[src/hw/rtl/frt_pkg.sv]
// ----------------------------------------------------------------------------
// Fragment reassembly tracker package
// Field widths, payload and record types, command and status codes.
// ----------------------------------------------------------------------------
package frt_pkg;

  localparam int unsigned FRT_SLOTS     = 8;
  localparam int unsigned FRT_MAX_FRAGS = 16;

  localparam int unsigned FRT_ID_W    = 16;
  localparam int unsigned FRT_IDX_W   = 4;
  localparam int unsigned FRT_MASK_W  = 16;
  localparam int unsigned FRT_FLEN_W  = 11;
  localparam int unsigned FRT_LEN_W   = 16;
  localparam int unsigned FRT_TIME_W  = 32;
  localparam int unsigned FRT_TMO_W   = 16;
  localparam int unsigned FRT_STAT_W  = 2;
  localparam int unsigned FRT_SLOT_W  = 3;
  localparam int unsigned FRT_EXP_W   = 4;

  localparam logic [FRT_TMO_W-1:0] FRT_TIMEOUT_RST = 16'd5000;

  localparam logic FRT_CMD_FRAG = 1'b0;
  localparam logic FRT_CMD_TICK = 1'b1;

  localparam logic [FRT_STAT_W-1:0] ST_STORED   = 2'd0;
  localparam logic [FRT_STAT_W-1:0] ST_COMPLETE = 2'd1;
  localparam logic [FRT_STAT_W-1:0] ST_DROPPED  = 2'd2;
  localparam logic [FRT_STAT_W-1:0] ST_TICK     = 2'd3;

  typedef struct packed {
    logic                  cmd;
    logic [FRT_ID_W-1:0]   src_id;
    logic [FRT_ID_W-1:0]   tag;
    logic [FRT_IDX_W-1:0]  frag_index;
    logic [FRT_IDX_W-1:0]  last_index;
    logic [FRT_FLEN_W-1:0] piece_len;
  } frt_in_t;

  typedef struct packed {
    logic [FRT_STAT_W-1:0] status;
    logic [FRT_SLOT_W-1:0] slot;
    logic [FRT_LEN_W-1:0]  total_len;
    logic [FRT_EXP_W-1:0]  expired_count;
  } frt_out_t;

  // one session record as kept in the session RAM
  typedef struct packed {
    logic [FRT_ID_W-1:0]   src_id;
    logic [FRT_ID_W-1:0]   tag;
    logic [FRT_MASK_W-1:0] mask;
    logic [FRT_LEN_W-1:0]  length;
    logic [FRT_TIME_W-1:0] start_time;
  } frt_rec_t;

endpackage

[src/hw/rtl/frt_stream_if.sv]
// ----------------------------------------------------------------------------
// Fragment reassembly tracker stream interface
// Valid/ready channel carrying one payload word of type T.
// ----------------------------------------------------------------------------
interface frt_stream_if #(
  parameter type T = logic
);
  logic valid;
  logic ready;
  T     data;

  modport source (output valid, output data, input ready);
  modport sink (input valid, input data, output ready);
endinterface

[src/hw/rtl/fragment_reassembly_tracker_unit.sv]
// ----------------------------------------------------------------------------
// Fragment reassembly tracker
// Session table for datagram reassembly: lookup or allocate per fragment,
// receive mask and saturating length per session, timeout on ticks.
//
//   port     dir  kind          contents
//   in_i     in   valid/ready   frt_in_t: cmd, src_id, tag, indexes, piece_len
//   out_o    out  valid/ready   frt_out_t: status, slot, total_len, expired
//   cfg_*    in   write only    timeout_ticks
//
// A bad-index fragment skips the scan, while ticks and other fragments scan
// the table: the session RAM has one read port and the scan reads one slot per
// cycle through a single key/age compare unit.
// in_i.ready is high only while idle; a finished word waits in the output
// register, so the next item is taken while out_o is stalled.
// Reset clears all sessions and time; session records need no clearing.
// ----------------------------------------------------------------------------
module fragment_reassembly_tracker_unit
  import frt_pkg::*;
#(
  parameter int unsigned SLOTS     = FRT_SLOTS,
  parameter int unsigned MAX_FRAGS = FRT_MAX_FRAGS
) (
  input  logic                 clk_i,
  input  logic                 rst_ni,
  frt_stream_if.sink           in_i,
  frt_stream_if.source         out_o,
  input  logic                 cfg_we_i,
  input  logic [FRT_TMO_W-1:0] cfg_wdata_i
);

  localparam int unsigned IdxW = (SLOTS > 1) ? $clog2(SLOTS) : 1;
  localparam int unsigned CntW = $clog2(SLOTS + 1);
  localparam int unsigned RecW = $bits(frt_rec_t);
  localparam logic [CntW-1:0] SlotsCnt = CntW'(SLOTS);
  localparam logic [FRT_IDX_W:0] FragLim = (FRT_IDX_W + 1)'(MAX_FRAGS);

  localparam logic [1:0] S_IDLE = 2'd0;
  localparam logic [1:0] S_SCAN = 2'd1;
  localparam logic [1:0] S_UPD  = 2'd2;
  localparam logic [1:0] S_DONE = 2'd3;

  logic [1:0]            state_q, state_d;
  frt_in_t               item_q, item_d;
  logic [FRT_TMO_W-1:0]  timeout_q, timeout_d;
  logic [FRT_TIME_W-1:0] time_now_q, time_now_d;
  logic [SLOTS-1:0]      valid_q, valid_d;
  logic [CntW-1:0]       cnt_q, cnt_d;
  logic                  rd_vld_q, rd_vld_d;
  logic [IdxW-1:0]       rd_idx_q, rd_idx_d;
  logic                  hit_q, hit_d;
  logic                  free_vld_q, free_vld_d;
  logic [IdxW-1:0]       free_idx_q, free_idx_d;
  logic [FRT_EXP_W-1:0]  exp_q, exp_d;
  frt_out_t              res_q, res_d;
  logic                  out_vld_q, out_vld_d;
  frt_out_t              out_q, out_d;

  logic            ram_re, ram_we;
  logic [IdxW-1:0] ram_raddr, ram_waddr;
  frt_rec_t        ram_wdata;
  logic [RecW-1:0] ram_rdata;
  frt_rec_t        rd_rec;

  frt_ram #(
    .WIDTH (RecW),
    .DEPTH (SLOTS)
  ) u_frt_ram (
    .clk_i   (clk_i),
    .we_i    (ram_we),
    .waddr_i (ram_waddr),
    .wdata_i (ram_wdata),
    .re_i    (ram_re),
    .raddr_i (ram_raddr),
    .rdata_o (ram_rdata)
  );

  assign rd_rec = frt_rec_t'(ram_rdata);

  // shared per-slot compare unit: key match for fragments, age for ticks
  logic                  is_tick;
  logic                  slot_live;
  logic                  key_hit;
  logic [FRT_TIME_W-1:0] age;
  logic                  aged;

  assign is_tick   = (item_q.cmd == FRT_CMD_TICK);
  assign slot_live = valid_q[rd_idx_q];
  assign key_hit   = slot_live && (rd_rec.src_id == item_q.src_id)
                     && (rd_rec.tag == item_q.tag);
  assign age       = time_now_q - rd_rec.start_time;
  assign aged      = slot_live
                     && (age > {{(FRT_TIME_W - FRT_TMO_W){1'b0}}, timeout_q});

  // update path, used at most once per fragment
  logic [FRT_MASK_W-1:0] base_mask, frag_bit, new_mask, need;
  logic [FRT_LEN_W-1:0]  base_len, new_len;
  logic [FRT_LEN_W:0]    len_sum;
  logic [FRT_IDX_W-1:0]  need_sh;
  logic [IdxW-1:0]       slot_sel;
  logic                  dup, done, drop, bad_idx;

  always_comb begin
    base_mask = hit_q ? rd_rec.mask : '0;
    base_len  = hit_q ? rd_rec.length : '0;
    slot_sel  = hit_q ? rd_idx_q : free_idx_q;
    frag_bit  = FRT_MASK_W'(1) << item_q.frag_index;
    dup       = |(base_mask & frag_bit);
    new_mask  = base_mask | frag_bit;
    len_sum   = {1'b0, base_len}
                + {{(FRT_LEN_W + 1 - FRT_FLEN_W){1'b0}}, item_q.piece_len};
    new_len   = dup ? base_len : (len_sum[FRT_LEN_W] ? '1 : len_sum[FRT_LEN_W-1:0]);
    need_sh   = FRT_IDX_W'(FRT_MASK_W - 1) - item_q.last_index;
    need      = {FRT_MASK_W{1'b1}} >> need_sh;
    done      = (new_mask == need);
    drop      = !hit_q && !free_vld_q;
  end

  assign bad_idx = ({1'b0, in_i.data.frag_index} >= FragLim)
                   || ({1'b0, in_i.data.last_index} >= FragLim);

  assign in_i.ready  = (state_q == S_IDLE);
  assign out_o.valid = out_vld_q;
  assign out_o.data  = out_q;

  always_comb begin
    state_d    = state_q;
    item_d     = item_q;
    timeout_d  = cfg_we_i ? cfg_wdata_i : timeout_q;
    time_now_d = time_now_q;
    valid_d    = valid_q;
    cnt_d      = cnt_q;
    rd_vld_d   = rd_vld_q;
    rd_idx_d   = rd_idx_q;
    hit_d      = hit_q;
    free_vld_d = free_vld_q;
    free_idx_d = free_idx_q;
    exp_d      = exp_q;
    res_d      = res_q;
    out_d      = out_q;
    out_vld_d  = out_vld_q && !out_o.ready;
    ram_re     = 1'b0;
    ram_raddr  = cnt_q[IdxW-1:0];
    ram_we     = 1'b0;
    ram_waddr  = slot_sel;
    ram_wdata  = '{src_id:     item_q.src_id,
                   tag:        item_q.tag,
                   mask:       new_mask,
                   length:     new_len,
                   start_time: hit_q ? rd_rec.start_time : time_now_q};

    unique case (state_q)
      S_IDLE: begin
        if (in_i.valid) begin
          item_d     = in_i.data;
          cnt_d      = '0;
          rd_vld_d   = 1'b0;
          hit_d      = 1'b0;
          free_vld_d = 1'b0;
          exp_d      = '0;
          if (in_i.data.cmd == FRT_CMD_TICK) begin
            time_now_d = time_now_q + FRT_TIME_W'(1);
            state_d    = S_SCAN;
          end else if (bad_idx) begin
            res_d   = '{status: ST_DROPPED, slot: '0, total_len: '0, expired_count: '0};
            state_d = S_DONE;
          end else begin
            state_d = S_SCAN;
          end
        end
      end

      S_SCAN: begin
        // evaluate the slot read last cycle
        if (rd_vld_q) begin
          if (is_tick) begin
            if (aged) begin
              valid_d[rd_idx_q] = 1'b0;
              if (exp_q != '1) begin
                exp_d = exp_q + FRT_EXP_W'(1);
              end
            end
          end else if (!slot_live && !free_vld_q) begin
            free_vld_d = 1'b1;
            free_idx_d = rd_idx_q;
          end
        end

        if (rd_vld_q && !is_tick && key_hit) begin
          // hold read data for the update
          hit_d    = 1'b1;
          rd_vld_d = 1'b0;
          state_d  = S_UPD;
        end else if (cnt_q != SlotsCnt) begin
          ram_re   = 1'b1;
          rd_idx_d = cnt_q[IdxW-1:0];
          rd_vld_d = 1'b1;
          cnt_d    = cnt_q + CntW'(1);
        end else if (rd_vld_q) begin
          rd_vld_d = 1'b0;
        end else if (is_tick) begin
          res_d   = '{status: ST_TICK, slot: '0, total_len: '0, expired_count: exp_q};
          state_d = S_DONE;
        end else begin
          state_d = S_UPD;
        end
      end

      S_UPD: begin
        if (drop) begin
          res_d = '{status: ST_DROPPED, slot: '0, total_len: '0, expired_count: '0};
        end else begin
          ram_we            = 1'b1;
          valid_d[slot_sel] = !done;
          res_d = '{status:        done ? ST_COMPLETE : ST_STORED,
                    slot:          FRT_SLOT_W'(slot_sel),
                    total_len:     new_len,
                    expired_count: '0};
        end
        state_d = S_DONE;
      end

      S_DONE: begin
        if (!out_vld_q || out_o.ready) begin
          out_d     = res_q;
          out_vld_d = 1'b1;
          state_d   = S_IDLE;
        end
      end

      default: begin
        state_d = S_IDLE;
      end
    endcase
  end

  always_ff @(posedge clk_i or negedge rst_ni) begin
    if (!rst_ni) begin
      state_q    <= S_IDLE;
      timeout_q  <= FRT_TIMEOUT_RST;
      time_now_q <= '0;
      valid_q    <= '0;
      cnt_q      <= '0;
      rd_vld_q   <= 1'b0;
      hit_q      <= 1'b0;
      free_vld_q <= 1'b0;
      exp_q      <= '0;
      out_vld_q  <= 1'b0;
    end else begin
      state_q    <= state_d;
      timeout_q  <= timeout_d;
      time_now_q <= time_now_d;
      valid_q    <= valid_d;
      cnt_q      <= cnt_d;
      rd_vld_q   <= rd_vld_d;
      hit_q      <= hit_d;
      free_vld_q <= free_vld_d;
      exp_q      <= exp_d;
      out_vld_q  <= out_vld_d;
    end
  end

  always_ff @(posedge clk_i) begin
    item_q     <= item_d;
    rd_idx_q   <= rd_idx_d;
    free_idx_q <= free_idx_d;
    res_q      <= res_d;
    out_q      <= out_d;
  end

endmodule

[src/hw/rtl/frt_ram.sv]
// ----------------------------------------------------------------------------
// Fragment reassembly tracker generic RAM
// One write port, one read port, registered read data.
// ----------------------------------------------------------------------------
module frt_ram #(
  parameter int unsigned WIDTH = 8,
  parameter int unsigned DEPTH = 8,
  localparam int unsigned AddrW = (DEPTH > 1) ? $clog2(DEPTH) : 1
) (
  input  logic             clk_i,
  input  logic             we_i,
  input  logic [AddrW-1:0] waddr_i,
  input  logic [WIDTH-1:0] wdata_i,
  input  logic             re_i,
  input  logic [AddrW-1:0] raddr_i,
  output logic [WIDTH-1:0] rdata_o
);

  logic [WIDTH-1:0] mem_q [DEPTH];
  logic [WIDTH-1:0] rdata_q;

  always_ff @(posedge clk_i) begin
    if (we_i) begin
      mem_q[waddr_i] <= wdata_i;
    end
    if (re_i) begin
      rdata_q <= mem_q[raddr_i];
    end
  end

  assign rdata_o = rdata_q;

endmodule

[src/flat_wrapper.sv]
// flat-port wrapper written by rule: the top's interface ports become plain ports
module fragment_reassembly_tracker_unit_flat import frt_pkg::*;
#(
  parameter int unsigned SLOTS     = FRT_SLOTS,
  parameter int unsigned MAX_FRAGS = FRT_MAX_FRAGS
)
  (clk_i, rst_ni, cfg_we_i, cfg_wdata_i, in_i_valid, in_i_data, in_i_ready, out_o_valid, out_o_data, out_o_ready);
  frt_stream_if #(.T(frt_in_t)) in_i_i ();
  frt_stream_if #(.T(frt_out_t)) out_o_i ();
  input  logic clk_i;
  input  logic rst_ni;
  input  logic cfg_we_i;
  input  logic [FRT_TMO_W-1:0] cfg_wdata_i;
  input wire logic [$bits(in_i_i.valid)-1:0] in_i_valid;
  input wire logic [$bits(in_i_i.data)-1:0] in_i_data;
  output wire logic [$bits(in_i_i.ready)-1:0] in_i_ready;
  output wire logic [$bits(out_o_i.valid)-1:0] out_o_valid;
  output wire logic [$bits(out_o_i.data)-1:0] out_o_data;
  input wire logic [$bits(out_o_i.ready)-1:0] out_o_ready;
  assign in_i_i.valid = in_i_valid;
  assign in_i_i.data = in_i_data;
  assign in_i_ready = in_i_i.ready;
  assign out_o_valid = out_o_i.valid;
  assign out_o_data = out_o_i.data;
  assign out_o_i.ready = out_o_ready;
  fragment_reassembly_tracker_unit #(.SLOTS(SLOTS), .MAX_FRAGS(MAX_FRAGS)) u_core (.clk_i(clk_i), .rst_ni(rst_ni), .in_i(in_i_i), .out_o(out_o_i), .cfg_we_i(cfg_we_i), .cfg_wdata_i(cfg_wdata_i));
endmodule
[config.mk]
export PLATFORM = sky130hd
export DESIGN_NAME = fragment_reassembly_tracker_unit_flat
export DESIGN_NICKNAME = d
export VERILOG_FILES = /design/src/hw/rtl/frt_pkg.sv /design/src/hw/rtl/frt_stream_if.sv /design/src/hw/rtl/fragment_reassembly_tracker_unit.sv /design/src/hw/rtl/frt_ram.sv /design/src/flat_wrapper.sv
export SDC_FILE = /design/constraint.sdc
export NUM_CORES = 1
export LEC_CHECK = 0
export ABC_AREA = 1
export ABC_CLOCK_PERIOD_IN_PS = 7600
export BUFFER_PORTS_ARGS = -buffer_cell sky130_fd_sc_hd__clkbuf_2
export CAP_MARGIN = 20
export CELL_PAD_IN_SITES_DETAIL_PLACEMENT = 0
export CELL_PAD_IN_SITES_GLOBAL_PLACEMENT = 1
export CORE_MARGIN = 2
export CORE_UTILIZATION = 51
export CTS_CLUSTER_SIZE = 25
export DETAILED_ROUTE_END_ITERATION = 12
export GPL_ROUTABILITY_DRIVEN = 0
export PLACE_DENSITY_LB_ADDON = 0.1
export SLEW_MARGIN = 15
export SYNTH_ARGS = -nofsm -noshare
export SYNTH_HDL_FRONTEND = slang
export SYNTH_SLANG_ARGS = --single-unit
[constraint.sdc]
create_clock -name clk_i -period 7.6 [get_ports clk_i]
set_input_delay 0.76 -clock clk_i [delete_from_list [all_inputs] [get_ports clk_i]]
set_output_delay 0.76 -clock clk_i [all_outputs]
set_load 0.01 [all_outputs]
==> impl_metrics.ini <==
[cells_and_area]
antenna_cells = 0
fin_util = 0.5770
layout_commonest_cell = edfxtp_1
nNetsFinal = 4184
final_cells = 5287
area_growth_pct = 11.92
final_cell_mix = edfxtp_1, nor2_1, nand2_1
layout-drive-gt1-share = 0.09439
stdcell_area_um2 = 50140

[logic_synthesis]
synth_seq_cells = 1042
ys_types = 56
synth.net_count = 4109
synth_seq_area_share = 0.6908
synth_area_um2 = 44800
synthArstFlopShare = 0.06718
synth_flop_cell = edfxtp_1
synth_edf_count = 972
syn_inst = 3968
yosys_warnings = 0
postSynthAreaPerCell_um2 = 11.29

[critical_path]
crit_path_start_kind = register
max_stage_delay_ns = 0.88
crit_required_ns = 7.87
crit_slowest_cell = buf_4
regToRegSetupSlack_ns = 3.27
cp_top_family = buffers and inverters
crit_type = register to register
crit_buf_inv = 5
arrival_ns = 4.60
end_kind = register
cp_max_fo = 55
crit_top_cell = buf_4
crit_chain = inv_1 > ha_1 > clkinv_1 > nor2_1 > inv_2 > nor2_4 > buf_4 > buf_4

[drt]
wl_per_cell_um = 20.15
first_pass_iters = 5
vias = 28830
dr.first_iter.drc_count = 2412
vias_per_cell = 5.453
drtAntennaViolNets = 0
finalWirelength_um = 106600
route.detailed.drc = 0

[global_routing]
grt_usage = 0.2372
antenna_found_initial = 1
grt_max_degree = 168
grt_pass1_vias = 28020
grt-ovfl-total = 0
grt_pass1_wl_um = 164300

[pwr]
p_leak_nw = 18.79
power_density_nw_per_um2 = 373.0
finalPower_mw = 18.70
peakVddDrop_mv = 0.1952

[clock_tree]
clk_latency_ns = 0.69
cts.sinks = 1042
cts_root_buf = clkbuf_16
cts-buffers-inserted = 108
htree_levels = 3
cts_tree = built
cts-resized-gates = 0
clock_path_buffers = 3
clkTransAtPathRegs_ns = 0.06

[hold_path]
hold_path_class = input pin to register

[sta]
hold_viol_final = 0
relSlewSlack = 0.2562
max_freq_mhz = 231.1
tightestPinTransition_ns = 1.104
clock_skew_ns = 0.04284
fin_setup_tns_ns = 0
whs_ns = 0.2435
fin_crit_ns = 4.327
fin_ws_ns = 3.273
drv_slew = 0
grt_setup_unrepaired = no
min_period_over_period = 0.5693
setup_viol = 0

[placed_design]
port_buffers = 99
dp_cells = 5081
placedInstanceArea_um2 = 46460
dpl.hpwl_um = 61280
pre_cts_ws_ns = 3.318

[floorplan]
coreArea_um2 = 86890
io_pins = 100
start_util = 0.5156
num_rows = 108
chipHeight_um = 300.4
die_area_um2 = 90220
die_w_um = 300.4

[flow_run]
maxCapViolations = 0

[status]
status = complete, no violations
cell type report:
cell class              instances  area (um2)
repair buffers                142       855.8
clock inverters                72       808.3
fillers                      7257       36750
multi-input cells            2449       12110
clock buffers                 127        2816
well taps                    1155        1445
flip-flops and latches       1042       30960
inverters                     300        1146
Yosys cell counts, drive strengths merged, types with 3 or more instances:
cell type	n	area, um2
xor2	69	604.3
ha	66	825.8
clkinv	3	11.26
o221ai	4	35.03
nand2	548	2110
buf	34	156.4
a21oi	60	304.0
dfrtp	65	1627
nand3	89	465.5
o21bai	3	22.52
nor2	799	3037
o21ai	482	2412
nand4	34	234.0
nor4	9	83.83
dfstp	5	131.4
and2	5	31.28
o22ai	102	638.1
inv	297	1115
edfxtp	972	29190
a31oi	99	619.3
o311ai	8	70.07
clkbuf	143	536.8
xnor2	13	113.9
or2	6	37.54
nor3	36	222.7
repair_timing:
item / CTS / global route
setup endpoints to repair: 0 / 0
hold endpoints to repair: 18 / 0
hold buffers: 1 / 0
buffers inserted: 0 / 0
routing by layer:
layer / wire length, um / track usage / share of wire
met5: 0 / 0 / 0
met4: 2623 / 0.06631 / 0.025
met3: 6592 / 0.04163 / 0.062
met2: 48180 / 0.3688 / 0.45
met1: 49160 / 0.3459 / 0.46
where the power goes:
group	switching, mW	internal, mW	leakage [nW]
clock	2.21	3.16	1.75
combinational	3.72	1.52	7.28
sequential	0.495	7.60	9.75
total	6.43	12.3	18.8
final timing paths:
kind / start / endpoint / cells past startpoint
max in group asynchronous: rst_ni / u_core.hit_q$_DFFE_PN0P_ / 3
worst max register to register: u_core.state_q[0]$_DFFE_PN0P_ / u_core.u_frt_ram.mem_q[3][6]$_DFFE_PP_ / 8
worst max-delay path: u_core.state_q[0]$_DFFE_PN0P_ / u_core.u_frt_ram.mem_q[3][6]$_DFFE_PP_ / 8
min in group asynchronous: rst_ni / u_core.timeout_q[15]$_DFFE_PN0P_ / 2
worst min-delay path: in_i_data[26] / u_core.item_q[26]$_DFFE_PP_ / 1
worst min register to register: u_core.res_q[17]$_SDFFCE_PP0P_ / u_core.out_o.data[17]$_DFFE_PP_ / 0
flip-flops by register name, summed over array words and instances, names as in the netlist:
name	flops
u_core.u_frt_ram.rdata_o	96
u_core.free_idx_q	3
u_core.free_vld_q	1
u_core.rd_vld_q	1
u_core.item_q	51
u_core.valid_q	8
u_core.time_now_q	32
u_core.out_o.data	25
u_core.cnt_q	4
u_core.rd_idx_q	3
u_core.state_q	2
u_core.res_q	25
u_core.exp_q	4
u_core.timeout_q	16
u_core.out_o.valid	1
u_core.hit_q	1
u_core.u_frt_ram.mem_q	768
u_core.is_tick	1
cells by family after synthesis:
kind of cell	count (synthesis)	share of synthesized area
buffers and inverters	477	0.04061
and+or+nand+nor	1530	0.1395
DFF	1042	0.6908
adders and majority gates	68	0.01933
AOI/OAI and AO/OA	768	0.09343
xor gates and xnor gates	82	0.01603
muxes	1	0.0002514
Note: power is estimated with default switching activity, not from simulation.
